===== src/hw/rtl/tmic_pkg.sv =====
// Shared types and constants for the middle-index tensor contraction engine.
// Standalone package; every other file in hw/rtl but tmic_ram imports it.
`default_nettype none

package tmic_pkg;

  // store sizes
  localparam int TENSOR_DEPTH = 4096;
  localparam int MATRIX_DEPTH = 256;
  localparam int TADDR_W      = $clog2(TENSOR_DEPTH);
  localparam int MADDR_W      = $clog2(MATRIX_DEPTH);

  // beat field widths
  localparam int CMD_W    = 2;
  localparam int ADDR_W   = 12;
  localparam int WORD_W   = 32;
  localparam int STATUS_W = 2;
  localparam int ACC_W    = 2 * WORD_W;
  localparam int FRAC_W   = 16;

  // configuration register widths
  localparam int DOUT_W = 9;
  localparam int DCON_W = 5;
  localparam int DIN_W  = 9;
  localparam int DRES_W = 5;

  // APB side
  localparam int PADDR_W = 5;
  localparam int PDATA_W = 32;

  // size check products
  localparam int AB_W  = DOUT_W + DCON_W;
  localparam int AJ_W  = DOUT_W + DRES_W;
  localparam int BC_W  = DCON_W + DIN_W;
  localparam int JB_W  = DRES_W + DCON_W;
  localparam int ABC_W = AB_W + DIN_W;
  localparam int AJC_W = AJ_W + DIN_W;

  // cycles from the last MAC issue until its result word is in the store
  localparam int DRAIN_CYCLES = 4;
  localparam int DRAIN_W      = $clog2(DRAIN_CYCLES);

  typedef enum logic [CMD_W-1:0] {
    CMD_LOAD_MATRIX = 2'd0,
    CMD_LOAD_TENSOR = 2'd1,
    CMD_COMPUTE     = 2'd2,
    CMD_READ_RESULT = 2'd3
  } cmd_t;

  typedef enum logic [STATUS_W-1:0] {
    ST_OK          = 2'd0,
    ST_ADDR_RANGE  = 2'd1,
    ST_SIZE_EXCEED = 2'd2
  } status_t;

  typedef enum logic [2:0] {
    REG_DIM_OUTER    = 3'd0,
    REG_DIM_CONTRACT = 3'd1,
    REG_DIM_INNER    = 3'd2,
    REG_DIM_RESULT   = 3'd3,
    REG_TRANSPOSE    = 3'd4
  } reg_idx_t;

  typedef enum logic [2:0] {
    S_IDLE,
    S_READ,
    S_CHECK,
    S_RUN,
    S_DRAIN
  } state_t;

  typedef struct packed {
    logic [DOUT_W-1:0] dim_outer;
    logic [DCON_W-1:0] dim_contract;
    logic [DIN_W-1:0]  dim_inner;
    logic [DRES_W-1:0] dim_result;
    logic              transpose;
  } cfg_t;

  // controller -> datapath
  typedef struct packed {
    logic    mat_we;
    logic    ten_we;
    logic    size_load;
    logic    run_init;
    logic    mac_issue;
    logic    mac_first;
    logic    mac_last;
    logic    next_c;
    logic    next_j;
    logic    next_a;
    logic    rsp_push;
    logic    rsp_read;
    status_t rsp_status;
  } dp_ctl_t;

  // datapath -> controller
  typedef struct packed {
    logic maddr_ok;
    logic taddr_ok;
    logic size_ok;
    logic pend_full;
  } dp_sts_t;

endpackage

`default_nettype wire


===== src/hw/rtl/tmic_ctrl.sv =====
// Controller: command decode, size-check sequencing and the a/j/c/b loop
// counters that drive the MAC pipeline. Uses tmic_pkg.
`default_nettype none

module tmic_ctrl (
  input  wire logic              clk,
  input  wire logic              rst,
  input  wire tmic_pkg::cfg_t    cfg,
  input  wire logic              req_valid,
  output logic                   req_ready,
  input  wire tmic_pkg::cmd_t    req_cmd,
  output tmic_pkg::dp_ctl_t      ctl,
  input  wire tmic_pkg::dp_sts_t sts
);
  import tmic_pkg::*;

  state_t state, state_next;

  logic [DOUT_W-1:0]  a_cnt;
  logic [DRES_W-1:0]  j_cnt;
  logic [DIN_W-1:0]   c_cnt;
  logic [DCON_W-1:0]  b_cnt;
  logic [DRAIN_W-1:0] drain_cnt;
  logic               a_last, j_last, c_last, b_last;
  logic               any_zero, accept;

  always_comb begin
    a_last   = DOUT_W'(a_cnt + 1'b1) == cfg.dim_outer;
    j_last   = DRES_W'(j_cnt + 1'b1) == cfg.dim_result;
    c_last   = DIN_W'(c_cnt + 1'b1) == cfg.dim_inner;
    // zero contract size: one issue per result word, which comes out zero
    b_last   = (DCON_W'(b_cnt + 1'b1) == cfg.dim_contract) || (cfg.dim_contract == '0);
    any_zero = (cfg.dim_outer == '0) || (cfg.dim_result == '0)
            || (cfg.dim_inner == '0);
  end

  always_ff @(posedge clk) begin
    if (rst) begin
      state <= S_IDLE;
    end else begin
      state <= state_next;
    end
  end

  always_comb begin
    state_next = state;
    ctl        = '0;
    req_ready  = (state == S_IDLE) && !sts.pend_full;
    accept     = req_valid && req_ready;
    case (state)
      S_IDLE: begin
        if (accept) begin
          case (req_cmd)
            CMD_LOAD_MATRIX: begin
              ctl.mat_we     = sts.maddr_ok;
              ctl.rsp_push   = 1'b1;
              ctl.rsp_status = sts.maddr_ok ? ST_OK : ST_ADDR_RANGE;
            end
            CMD_LOAD_TENSOR: begin
              ctl.ten_we     = sts.taddr_ok;
              ctl.rsp_push   = 1'b1;
              ctl.rsp_status = sts.taddr_ok ? ST_OK : ST_ADDR_RANGE;
            end
            CMD_COMPUTE: begin
              ctl.size_load = 1'b1;
              state_next    = S_CHECK;
            end
            CMD_READ_RESULT: begin
              if (sts.taddr_ok) begin
                state_next = S_READ;
              end else begin
                ctl.rsp_push   = 1'b1;
                ctl.rsp_status = ST_ADDR_RANGE;
              end
            end
            default: ;
          endcase
        end
      end
      S_READ: begin
        ctl.rsp_push   = 1'b1;
        ctl.rsp_read   = 1'b1;
        ctl.rsp_status = ST_OK;
        state_next     = S_IDLE;
      end
      S_CHECK: begin
        if (!sts.size_ok) begin
          ctl.rsp_push   = 1'b1;
          ctl.rsp_status = ST_SIZE_EXCEED;
          state_next     = S_IDLE;
        end else if (any_zero) begin
          ctl.rsp_push   = 1'b1;
          ctl.rsp_status = ST_OK;
          state_next     = S_IDLE;
        end else begin
          ctl.run_init = 1'b1;
          state_next   = S_RUN;
        end
      end
      S_RUN: begin
        ctl.mac_issue = 1'b1;
        ctl.mac_first = b_cnt == '0;
        ctl.mac_last  = b_last;
        ctl.next_c    = b_last && !c_last;
        ctl.next_j    = b_last && c_last && !j_last;
        ctl.next_a    = b_last && c_last && j_last && !a_last;
        if (b_last && c_last && j_last && a_last) begin
          state_next = S_DRAIN;
        end
      end
      S_DRAIN: begin
        if (drain_cnt == DRAIN_W'(DRAIN_CYCLES - 1)) begin
          ctl.rsp_push   = 1'b1;
          ctl.rsp_status = ST_OK;
          state_next     = S_IDLE;
        end
      end
      default: state_next = S_IDLE;
    endcase
  end

  // loop counters, b innermost
  always_ff @(posedge clk) begin
    if (rst || state == S_CHECK) begin
      a_cnt <= '0;
      j_cnt <= '0;
      c_cnt <= '0;
      b_cnt <= '0;
    end else if (state == S_RUN) begin
      b_cnt <= b_last ? '0 : DCON_W'(b_cnt + 1'b1);
      if (b_last) begin
        c_cnt <= c_last ? '0 : DIN_W'(c_cnt + 1'b1);
        if (c_last) begin
          j_cnt <= j_last ? '0 : DRES_W'(j_cnt + 1'b1);
          if (j_last) begin
            a_cnt <= DOUT_W'(a_cnt + 1'b1);
          end
        end
      end
    end
  end

  always_ff @(posedge clk) begin
    if (rst || state != S_DRAIN) begin
      drain_cnt <= '0;
    end else begin
      drain_cnt <= DRAIN_W'(drain_cnt + 1'b1);
    end
  end

  a_push_room: assert property (@(posedge clk) disable iff (rst)
    ctl.rsp_push |-> !sts.pend_full)
    else $error("response pushed into a full buffer");

  a_compute_check: assert property (@(posedge clk) disable iff (rst)
    accept && req_cmd == CMD_COMPUTE |=> state == S_CHECK)
    else $error("compute did not enter size check");

  a_b_bound: assert property (@(posedge clk) disable iff (rst)
    state == S_RUN |-> (b_cnt == '0) || (b_cnt < cfg.dim_contract))
    else $error("contract counter past its size");

  a_no_rsp_in_run: assert property (@(posedge clk) disable iff (rst)
    ctl.mac_issue |-> !ctl.rsp_push)
    else $error("response issued during MAC run");

endmodule

`default_nettype wire


===== config.mk =====
export PLATFORM = sky130hd
export DESIGN_NAME = tmic_ctrl
export DESIGN_NICKNAME = d
export VERILOG_FILES = /design/src/hw/rtl/tmic_pkg.sv /design/src/hw/rtl/tmic_ctrl.sv
export SDC_FILE = /design/constraint.sdc
export NUM_CORES = 1
export LEC_CHECK = 0
export ABC_AREA = 1
export BUFFER_PORTS_ARGS = -buffer_cell sky130_fd_sc_hd__buf_2
export CAP_MARGIN = 10
export CORE_UTILIZATION = 55
export DETAILED_ROUTE_END_ITERATION = 6
export HOLD_SLACK_MARGIN = 0.08
export PLACE_DENSITY = 0.8
export SKIP_CTS_REPAIR_TIMING = 1
export SLEW_MARGIN = 15
export SYNTH_ARGS = -nofsm -noshare
export SYNTH_HDL_FRONTEND = slang
export SYNTH_SLANG_ARGS = --single-unit

===== constraint.sdc =====
create_clock -name clk -period 2.4 [get_ports clk]
set_input_delay 0.12 -clock clk [delete_from_list [all_inputs] [get_ports clk]]
set_output_delay 0.12 -clock clk [all_outputs]
set_load 0.005 [all_outputs]

* Yosys cells after proc, flatten, opt, wreduce, memory -nomap -nowiden *
Index checks and enable logic that the tools add are counted.

word-level totals
  register bits after elaboration = 33
  input bits = 38
  output and inout bits = 15
  logic and storage cells = 93

cells by class
  add/sub/neg operators = 5
  equality and inequality tests = 18
  multiplexer cells = 34
  reductions and logical operators = 30

operator list
  operator               count
  $mux W3                7
  $add A9 B1 Y9 const B  2
  $eq A9 B9 Y1           2
  $logic_not A9 Y1       2
  $logic_not A5 Y1       3
  $mux W1                15
  $pmux W3 S4            1
  $add A5 B1 Y5 const B  2
  $eq A5 B5 Y1           2
  $mux W5                2
  $mux W9                1
  $logic_and A1 B1 Y1    8
  $eq A2 B2 Y1 const B   3
  $eq A3 B2 Y1 const B   2
  $mux W6                1
  $ne A2 B2 Y1 const B   3
  $ne A3 B3 Y1 const B   2
  $pmux W3 S2            1
  $logic_or A1 B1 Y1     5
  $reduce_and A5 Y1      1
  $logic_not A1 Y1       4
  $mux W2                2
  $pmux W1 S2            2
  $pmux W1 S4            1
  12 further kinds       13

* Logic depth before layout (Yosys ltp) *
Gate-level depths: netlist of run 1.

  word-level depth = 8
  mapped depth = 17
  depth with buffers taken out = 17

* Least setup slack after synthesis of run 1 *
Ideal clock, no wire load.

  path kind = register -> output
  start point = reg b_cnt[0]
  end point = out ctl[4] (netlist name)
  data arrival time = 1.863 ns
  required time = 2.280 ns
  slack = 0.417 ns
  cell stages (with the launch flop) = 14
  buffers on the path = 1
  path through = dfxtp_1 inv_1 ha_1 xor2_1 nor2_1 nand2_1 nor2_1 nand3_1 nand2_2 nand2_1 nor2_2 nand2_2 buf_6 a31oi_1

RTL lines
  item                    RTL line          text
  from (decl)             tmic_ctrl.sv:22   logic [DCON_W-1:0] b_cnt;
  from (signal assigned)  tmic_ctrl.sv:130  b_cnt <= b_last ? '0 : DCON_W'(b_cnt + 1'b1);
  to (decl)               tmic_ctrl.sv:12   output tmic_pkg::dp_ctl_t ctl,

==> results of run 1 <==
flip-flops by register name (all words and copies together), names as in the netlist:
register   count
c_cnt          9
b_cnt          5
drain_cnt      2
j_cnt          5
a_cnt          9
state          3
cell usage after synthesis (2+ instances only):
cell      number
a21oi_1       21
a21oi_2        5
a31oi_1        3
clkbuf_1       2
clkinv_1       2
dfxtp_1       33
ha_1           6
inv_1         67
inv_2          4
nand2_1      129
nand2_2        4
nand3_1       41
nand3b_1       4
nand4_1        8
nor2_1        35
nor2_2         3
nor2_4         2
nor3_1         8
nor3b_1        2
nor4_1         5
o21ai_0       16
o21ai_1        2
o31ai_1        2
or2_2          2
xnor2_1        7
xor2_1         7
worst max-delay path by stage:
| stage | start | end | slack (ns) | cells after the start |
|---|---|---|---|---|
| 2_1_floorplan | b_cnt[0] | ctl[4] | 0.42 | 13 |
| 3_3_place_gp | b_cnt[1] | a_cnt[1] | 0.23 | 14 |
| 3_5_place_dp | b_cnt[0] | a_cnt[1] | 0.19 | 17 |
| 4_1_cts | b_cnt[0] | ctl[4] | -0.09 | 16 |
| 5_1_grt | c_cnt[1] | ctl[4] | -0.04 | 14 |
| 6_report | b_cnt[0] | ctl[4] | 0.10 | 16 |
metal layers:
layer	track usage (%)	up-vias	part of all wire (%)
met5	0	-	0
met4	10.7	0	2.1
met3	4.18	11	4.8
met2	45.9	69	48
met1	32.1	1276	45
li1	-	1515	-
per-stage QoR:
step | hold slack [ns] | util [%] | setup slack (ns) | TNS [ns] | std cells
final | 0.140 | 70.8 | 0.101 | 0 | 552
after global routing | 0.151 | 70.8 | -0.0397 | -0.0397 | 552
after CTS | 0.138 | 67.4 | -0.0892 | -0.0892 | 540
after detailed placement | 0.426 | 65.4 | 0.191 | 0 | 533
after global placement | 0.410 | 65.4 | 0.226 | 0 | 533
after floorplan | 0.271 | - | 0.417 | 0 | 431
where the power goes:
| part | total (mW) | switching (mW) | internal (mW) | leakage, nW |
|---|---|---|---|---|
| Combinational | 0.304 | 0.187 | 0.117 | 1.26 |
| Clock | 0.432 | 0.205 | 0.227 | 0.0443 |
| Sequential | 0.583 | 0.0205 | 0.563 | 0.268 |
area by class of cell:
type                            instances  area share [%]
Tap cell                               52            2.08
Multi-Input combinational cell        320            53.1
Clock buffer                            7            2.76
Timing Repair Buffer                   67            12.0
Inverter                               73            8.76
Sequential cell                        33            21.3
placed cells by master, fill, tap and decap left out, drive strengths merged:
cell    instances
o31ai           2
o21ai          18
nor3            9
buf            67
nor3b           2
nand3b          4
a211oi          1
xnor2           7
ha              6
xor2            7
dfxtp          33
nand3          42
nand2         134
o21bai          1
clkbuf          7
a21oi          26
clkinv          1
nand4           8
or2             4
nor4            5
inv            72
o41ai           1
a31oi           3
nor2           40
cell families (layout without fill, tap and decap cells):
group / Yosys count / in the layout / share of synthesized area [%]
buf+inv: 78 / 147 / 11.9
fa+ha+maj: 6 / 6 / 2.92
flops: 33 / 33 / 25.7
simple gates: 248 / 248 / 43.2
compound gates: 52 / 52 / 11.5
xor+xnor: 14 / 14 / 4.77
critical path: cells and delay by family (launching register included):
| kind | cells | cell delay, ns |
|---|---|---|
| adder cells (fa/ha/maj) | 1 | 0.19 |
| AND/OR/NAND/NOR | 11 | 0.89 |
| flip-flops | 1 | 0.32 |
| buffers and inverters | 3 | 0.32 |
| AO/OA/AOI/OAI | 1 | 0.16 |
==> qor.txt, run 1 <==
Synthesized area per cell - 5.96 sq um
Clock Sinks - 33
Crit path arrival time - 2.18 ns
Initial antenna violation count - 0
Class of the tightest hold or removal check - in2reg
CTS tree - yes
Final Critical Period - 2.30 ns
CP endpoint kind - output port
Worst R2R End - a_cnt[1]
Fin Clk Skew - 0.00742 ns
Die Ht - 70.4 microns
Final ANT Viol Nets - 0
Core ar. - 0.00441 sq mm
Clock transition at the registers of the reported paths - 0.07 ns
Top FF cell, synth - dfxtp_1
Post-Synthesis Cells - 431
DRC viols - 0
# rows - 24
Gr usage total - 26.4%
Multi-input logic area - 0.00166 sq mm
Post-synth EDFFs - 0
Leakage - 1.57 nW
Status - finished, final reports clean
Layout net count - 544
CTS root buf - clkbuf_8
Fill count - 379
Worst skew pair latency - 0.30 ns
Register-to-Register Path Depth - 18
Setup-failing EPs final - 0
RSZ-0062 raised after global routing - true
Register area - 667 sq um
Grt ovf - 0
Flop-to-flop setup slack - 0.21 ns
First-pass GRT wire length - 10.6 mm
Vias in the first global route - 2598
Max incr delay on CP - 0.32 ns
Critical-path cell list - buf_4, ha_2, inv_1, nand2_1, nand2_1, nand2_1, nand2_1, nand2_1, nor2_1, nand3_1, nand2_2, nand2_2, nor2_4, nand2_4, a31oi_1, buf_2
Power Density - 422 mW/mm^2
Vias - 2871
Full die area - 0.00495 sq mm
Clk buf depth - 2
Slew Viols, Final - 0
Initial core utilization - 58.2%
DR vias/cell - 5.20
Die width - 70.4 microns
Hold Path Stages - 4
CP most frequent cell - nand2_1
Placement-stage cell area - 0.00289 sq mm
Synth area leaders - dfxtp_1 (26%), nand2_1 (19%), inv_1 (9.8%)
PortBufs - 51
Peak supply drop - 0.338 mV
Max Fclk - 435 MHz
Worst EP required - 2.28 ns
Final wirelength - 6.30 mm
Ratio of cells with drive above 1 in the final layout - 21.8%
CP startpoint kind - flip-flop
Pin count of the biggest net entering global routing - 16
Post-route cell area - 0.00313 sq mm
Avg WL per Cell - 11.4 microns
Post-synthesis sequential area ratio - 25.7%
Worst hold path endpoint - state[0]
Yosys top cell area share - 25.7%
Synth Register Bits - 33
Final hold vios - 0
H-tree depth - 2
Gpl congestion - 0.887
ANT cells - 0
Detailed Route Iter0 Violations - 184
Max_slew headroom - 61.1%
Crit-path max FO - 7
1st-pass router iterations - 5
Syn_nets - 475
Crit Path Class - reg2out
Slew @ Worst Pin - 0.580 ns
HPWL Detailed - 4.85 mm
Reg-to-Reg Start - b_cnt[0]
CP max stage cell - dfxtp_2
I/O Pins - 53
Hold_sp - rst
Syn. warnings - 0
Fin crit share - 95.8%
Dominant cell type by area after synthesis - dfxtp_1
Post-Synthesis Cell Area - 0.00257 sq mm
CTS buffer count - 5
Power Total - 1.32 mW
Max Cap Viol - 0
Area growth from synthesis to layout - 21.7%
Asr flop ratio synth - 0%
Yosys cell types - 37
No activity file was read; power rests on OpenSTA's default activity.
==> run 2, diff against run 1 <==
--- a/config.mk
+++ b/config.mk
@@ -12,6 +12,7 @@
 export DETAILED_ROUTE_END_ITERATION = 6
 export HOLD_SLACK_MARGIN = 0.08
 export PLACE_DENSITY = 0.8
+export RECOVER_POWER = 50
 export SKIP_CTS_REPAIR_TIMING = 1
 export SLEW_MARGIN = 15
 export SYNTH_ARGS = -nofsm -noshare
==> constraint.sdc (replaced) <==
create_clock -name clk -period 2.37 [get_ports clk]
set_input_delay 0.1185 -clock clk [delete_from_list [all_inputs] [get_ports clk]]
set_output_delay 0.1185 -clock clk [all_outputs]
set_load 0.005 [all_outputs]
==> run 2 against run 1 <==
Effect of this change: critical path depth fell by 3; power is 0.58% lower; via count fell by 0.35%; sequential power grew 1%; worst hold slack got worse by 0.0075 ns; highest routed layer unchanged.
==> qor.txt, run 2 (same netlist as run 1, synthesis figures left out) <==
Peak supply drop - 0.466 mV (was 0.338 mV)
Vias - 2861 (was 2871)
Reg-to-Reg Start - c_cnt[1] (was b_cnt[0])
HPWL Detailed - 4.69 mm (was 4.85 mm)
PortBufs - 51 (unchanged)
Hold Path Stages - 4 (unchanged)
Full die area - 0.00495 sq mm (unchanged)
Worst skew pair latency - 0.29 ns (was 0.30 ns)
Commonest cells after routing, fill and taps aside - nand2_1 (126), inv_1 (66), buf_2 (44), nand3_1 (39), nor2_1 (31) (was nand2_1 (128), inv_1 (66), buf_2 (51), nand3_1 (40), nor2_1 (32))
Setup-failing EPs final - 0 (unchanged)
CTS buffer count - 5 (unchanged)
Clock Sinks - 33 (unchanged)
Post-Layout Cell Count - 554 (was 552)
Slew @ Worst Pin - 0.573 ns (was 0.580 ns)
Worst R2R End - a_cnt[1] (unchanged)
Clk buf depth - 2 (unchanged)
Detailed Route Iter0 Violations - 206 (was 184)
Worst hold path endpoint - state[1] (was state[0])
Ratio of cells with drive above 1 in the final layout - 22.5% (was 21.8%)
Leakage - 1.56 nW (was 1.57 nW)
# rows - 24 (unchanged)
Final hold vios - 0 (unchanged)
Grt ovf - 0 (unchanged)
Final Critical Period - 2.25 ns
Pint - 0.890 mW (was 0.907 mW)
CP endpoint kind - output port (unchanged)
Max Cap Viol - 0 (unchanged)
Final wirelength - 6.30 mm (about the same)
Status - finished, final reports clean (unchanged)
Power Density - 414 mW/mm^2 (was 422 mW/mm^2)
Initial antenna violation count - 0 (unchanged)
Crit-path max FO - 6 (was 7)
Top Registers - a_cnt (9), c_cnt (9) (unchanged)
Area growth from synthesis to layout - 23.1% (was 21.7%)
Die Ht - 70.4 microns (unchanged)
Vias in the first global route - 2632 (was 2598)
Clock transition at the registers of the reported paths - 0.07 ns (about the same)
Hold_sp - rst (unchanged)
DRC viols - 0 (unchanged)
Class of the tightest hold or removal check - in2reg (unchanged)
CP startpoint kind - flip-flop (unchanged)
H-tree depth - 2 (unchanged)
Core ar. - 0.00441 sq mm (unchanged)
Sw power - 0.422 mW (was 0.412 mW)
Crit path arrival time - 2.13 ns (was 2.18 ns)
Flop-to-flop setup slack - 0.25 ns (was 0.21 ns)
1st-pass router iterations - 4 (was 5)
Worst EP required - 2.25 ns (was 2.28 ns)
Clock Power Share - 31.6% (was 32.8%)
DR vias/cell - 5.16 (was 5.20)
Placement-stage cell area - 0.00289 sq mm (unchanged)
Fill count - 360 (was 379)
Most common cell after layout, fill and taps aside - nand2_1 (unchanged)
Max_slew headroom - 61.6% (was 61.1%)
Post-route cell area - 0.00316 sq mm (was 0.00313 sq mm)
Sw frac - 32.2% (was 31.3%)
CTS root buf - clkbuf_8 (unchanged)
Placed Cells - 533 (unchanged)
I/O Pins - 53 (unchanged)
Fin crit share - 94.8%
Comb power frac - 23.3% (was 23.0%)
Fin Clk Skew - 0.00417 ns (was 0.00742 ns)
First-pass GRT wire length - 10.4 mm (was 10.6 mm)
RSZ-0062 raised after global routing - true (unchanged)
Setup crit start - c_cnt[1] (was b_cnt[0])
Register-to-Register Path Depth - 15 (was 18)
Final ANT Viol Nets - 0 (unchanged)
Avg WL per Cell - 11.4 microns (about the same)
ANT cells - 0 (unchanged)
Reg power frac - 45.1% (was 44.2%)
Layout net count - 545 (was 544)
Pin count of the biggest net entering global routing - 16 (unchanged)
CTS tree - yes (unchanged)
Die width - 70.4 microns (unchanged)
Initial core utilization - 58.2% (unchanged)
Max Fclk - 445 MHz
Crit Path Class - reg2out (unchanged)
Gr usage total - 25.6% (was 26.4%)
Slew Viols, Final - 0 (unchanged)
Gpl congestion - 0.897 (was 0.887)
run 2: power groups by stage:
stage          sequential (mW)  combinational, mW  clock (mW)
2_1_floorplan            0.599              0.199           0
3_3_place_gp             0.602              0.295           0
3_5_place_dp             0.604              0.301           0
4_1_cts                  0.591              0.303       0.425
5_1_grt                  0.594              0.349       0.445
6_report                 0.591              0.306       0.415
run 2: layout make-up:
cell class / count / area (sq um) / area share (%)
Clock buffer: 6 / 72.6 / 2.29
Inverter: 73 / 274 / 8.66
Tap cell: 52 / 65.1 / 2.06
Clock inverter: 2 / 10.0 / 0.316
Timing Repair Buffer: 68 / 383 / 12.1
Sequential cell: 33 / 668 / 21.1
Multi-Input combinational cell: 320 / 1690 / 53.5
run 2: worst max-delay path by stage:
stage | to | slack, ns
after floorplan | ctl[4] | 0.39
after global placement | a_cnt[1] | 0.20
after detailed placement | a_cnt[1] | 0.17
after CTS | ctl[4] | -0.12
after global routing | ctl[4] | -0.03
final | ctl[4] | 0.12
run 2: stage by stage:
stage | setup TNS (ns) | util [%] | hold WS, ns | power (mW) | setup slack (ns)
2_1_floorplan | 0 | - | 0.268 | 0.798 | 0.389
3_3_place_gp | 0 | 65.4 | 0.411 | 0.897 | 0.200
3_5_place_dp | 0 | 65.4 | 0.426 | 0.905 | 0.169
4_1_cts | -0.118 | 67.3 | 0.133 | 1.32 | -0.118
5_1_grt | -0.0446 | 71.7 | 0.152 | 1.39 | -0.0343
6_report | 0 | 71.7 | 0.133 | 1.31 | 0.123
run 2: metal layers:
layer	track usage (%)	vias to the layer above	part of all wire [%]
met5	0	-	0
met4	8.22	0	1.3
met3	3.90	9	3.9
met2	46.3	58	49
met1	30.5	1269	46
li1	-	1525	-
run 2: critical path, stage by stage (launching register included):
cell	delay, ns
dfxtp_2	0.36
ha_4	0.17
nand2_1	0.07
inv_2	0.05
o21ai_0	0.15
nand2_1	0.06
nor2_1	0.10
nand2_1	0.07
nor2_2	0.15
nand3_4	0.13
nor2_4	0.15
nand2_4	0.08
a31oi_1	0.15
buf_2	0.13
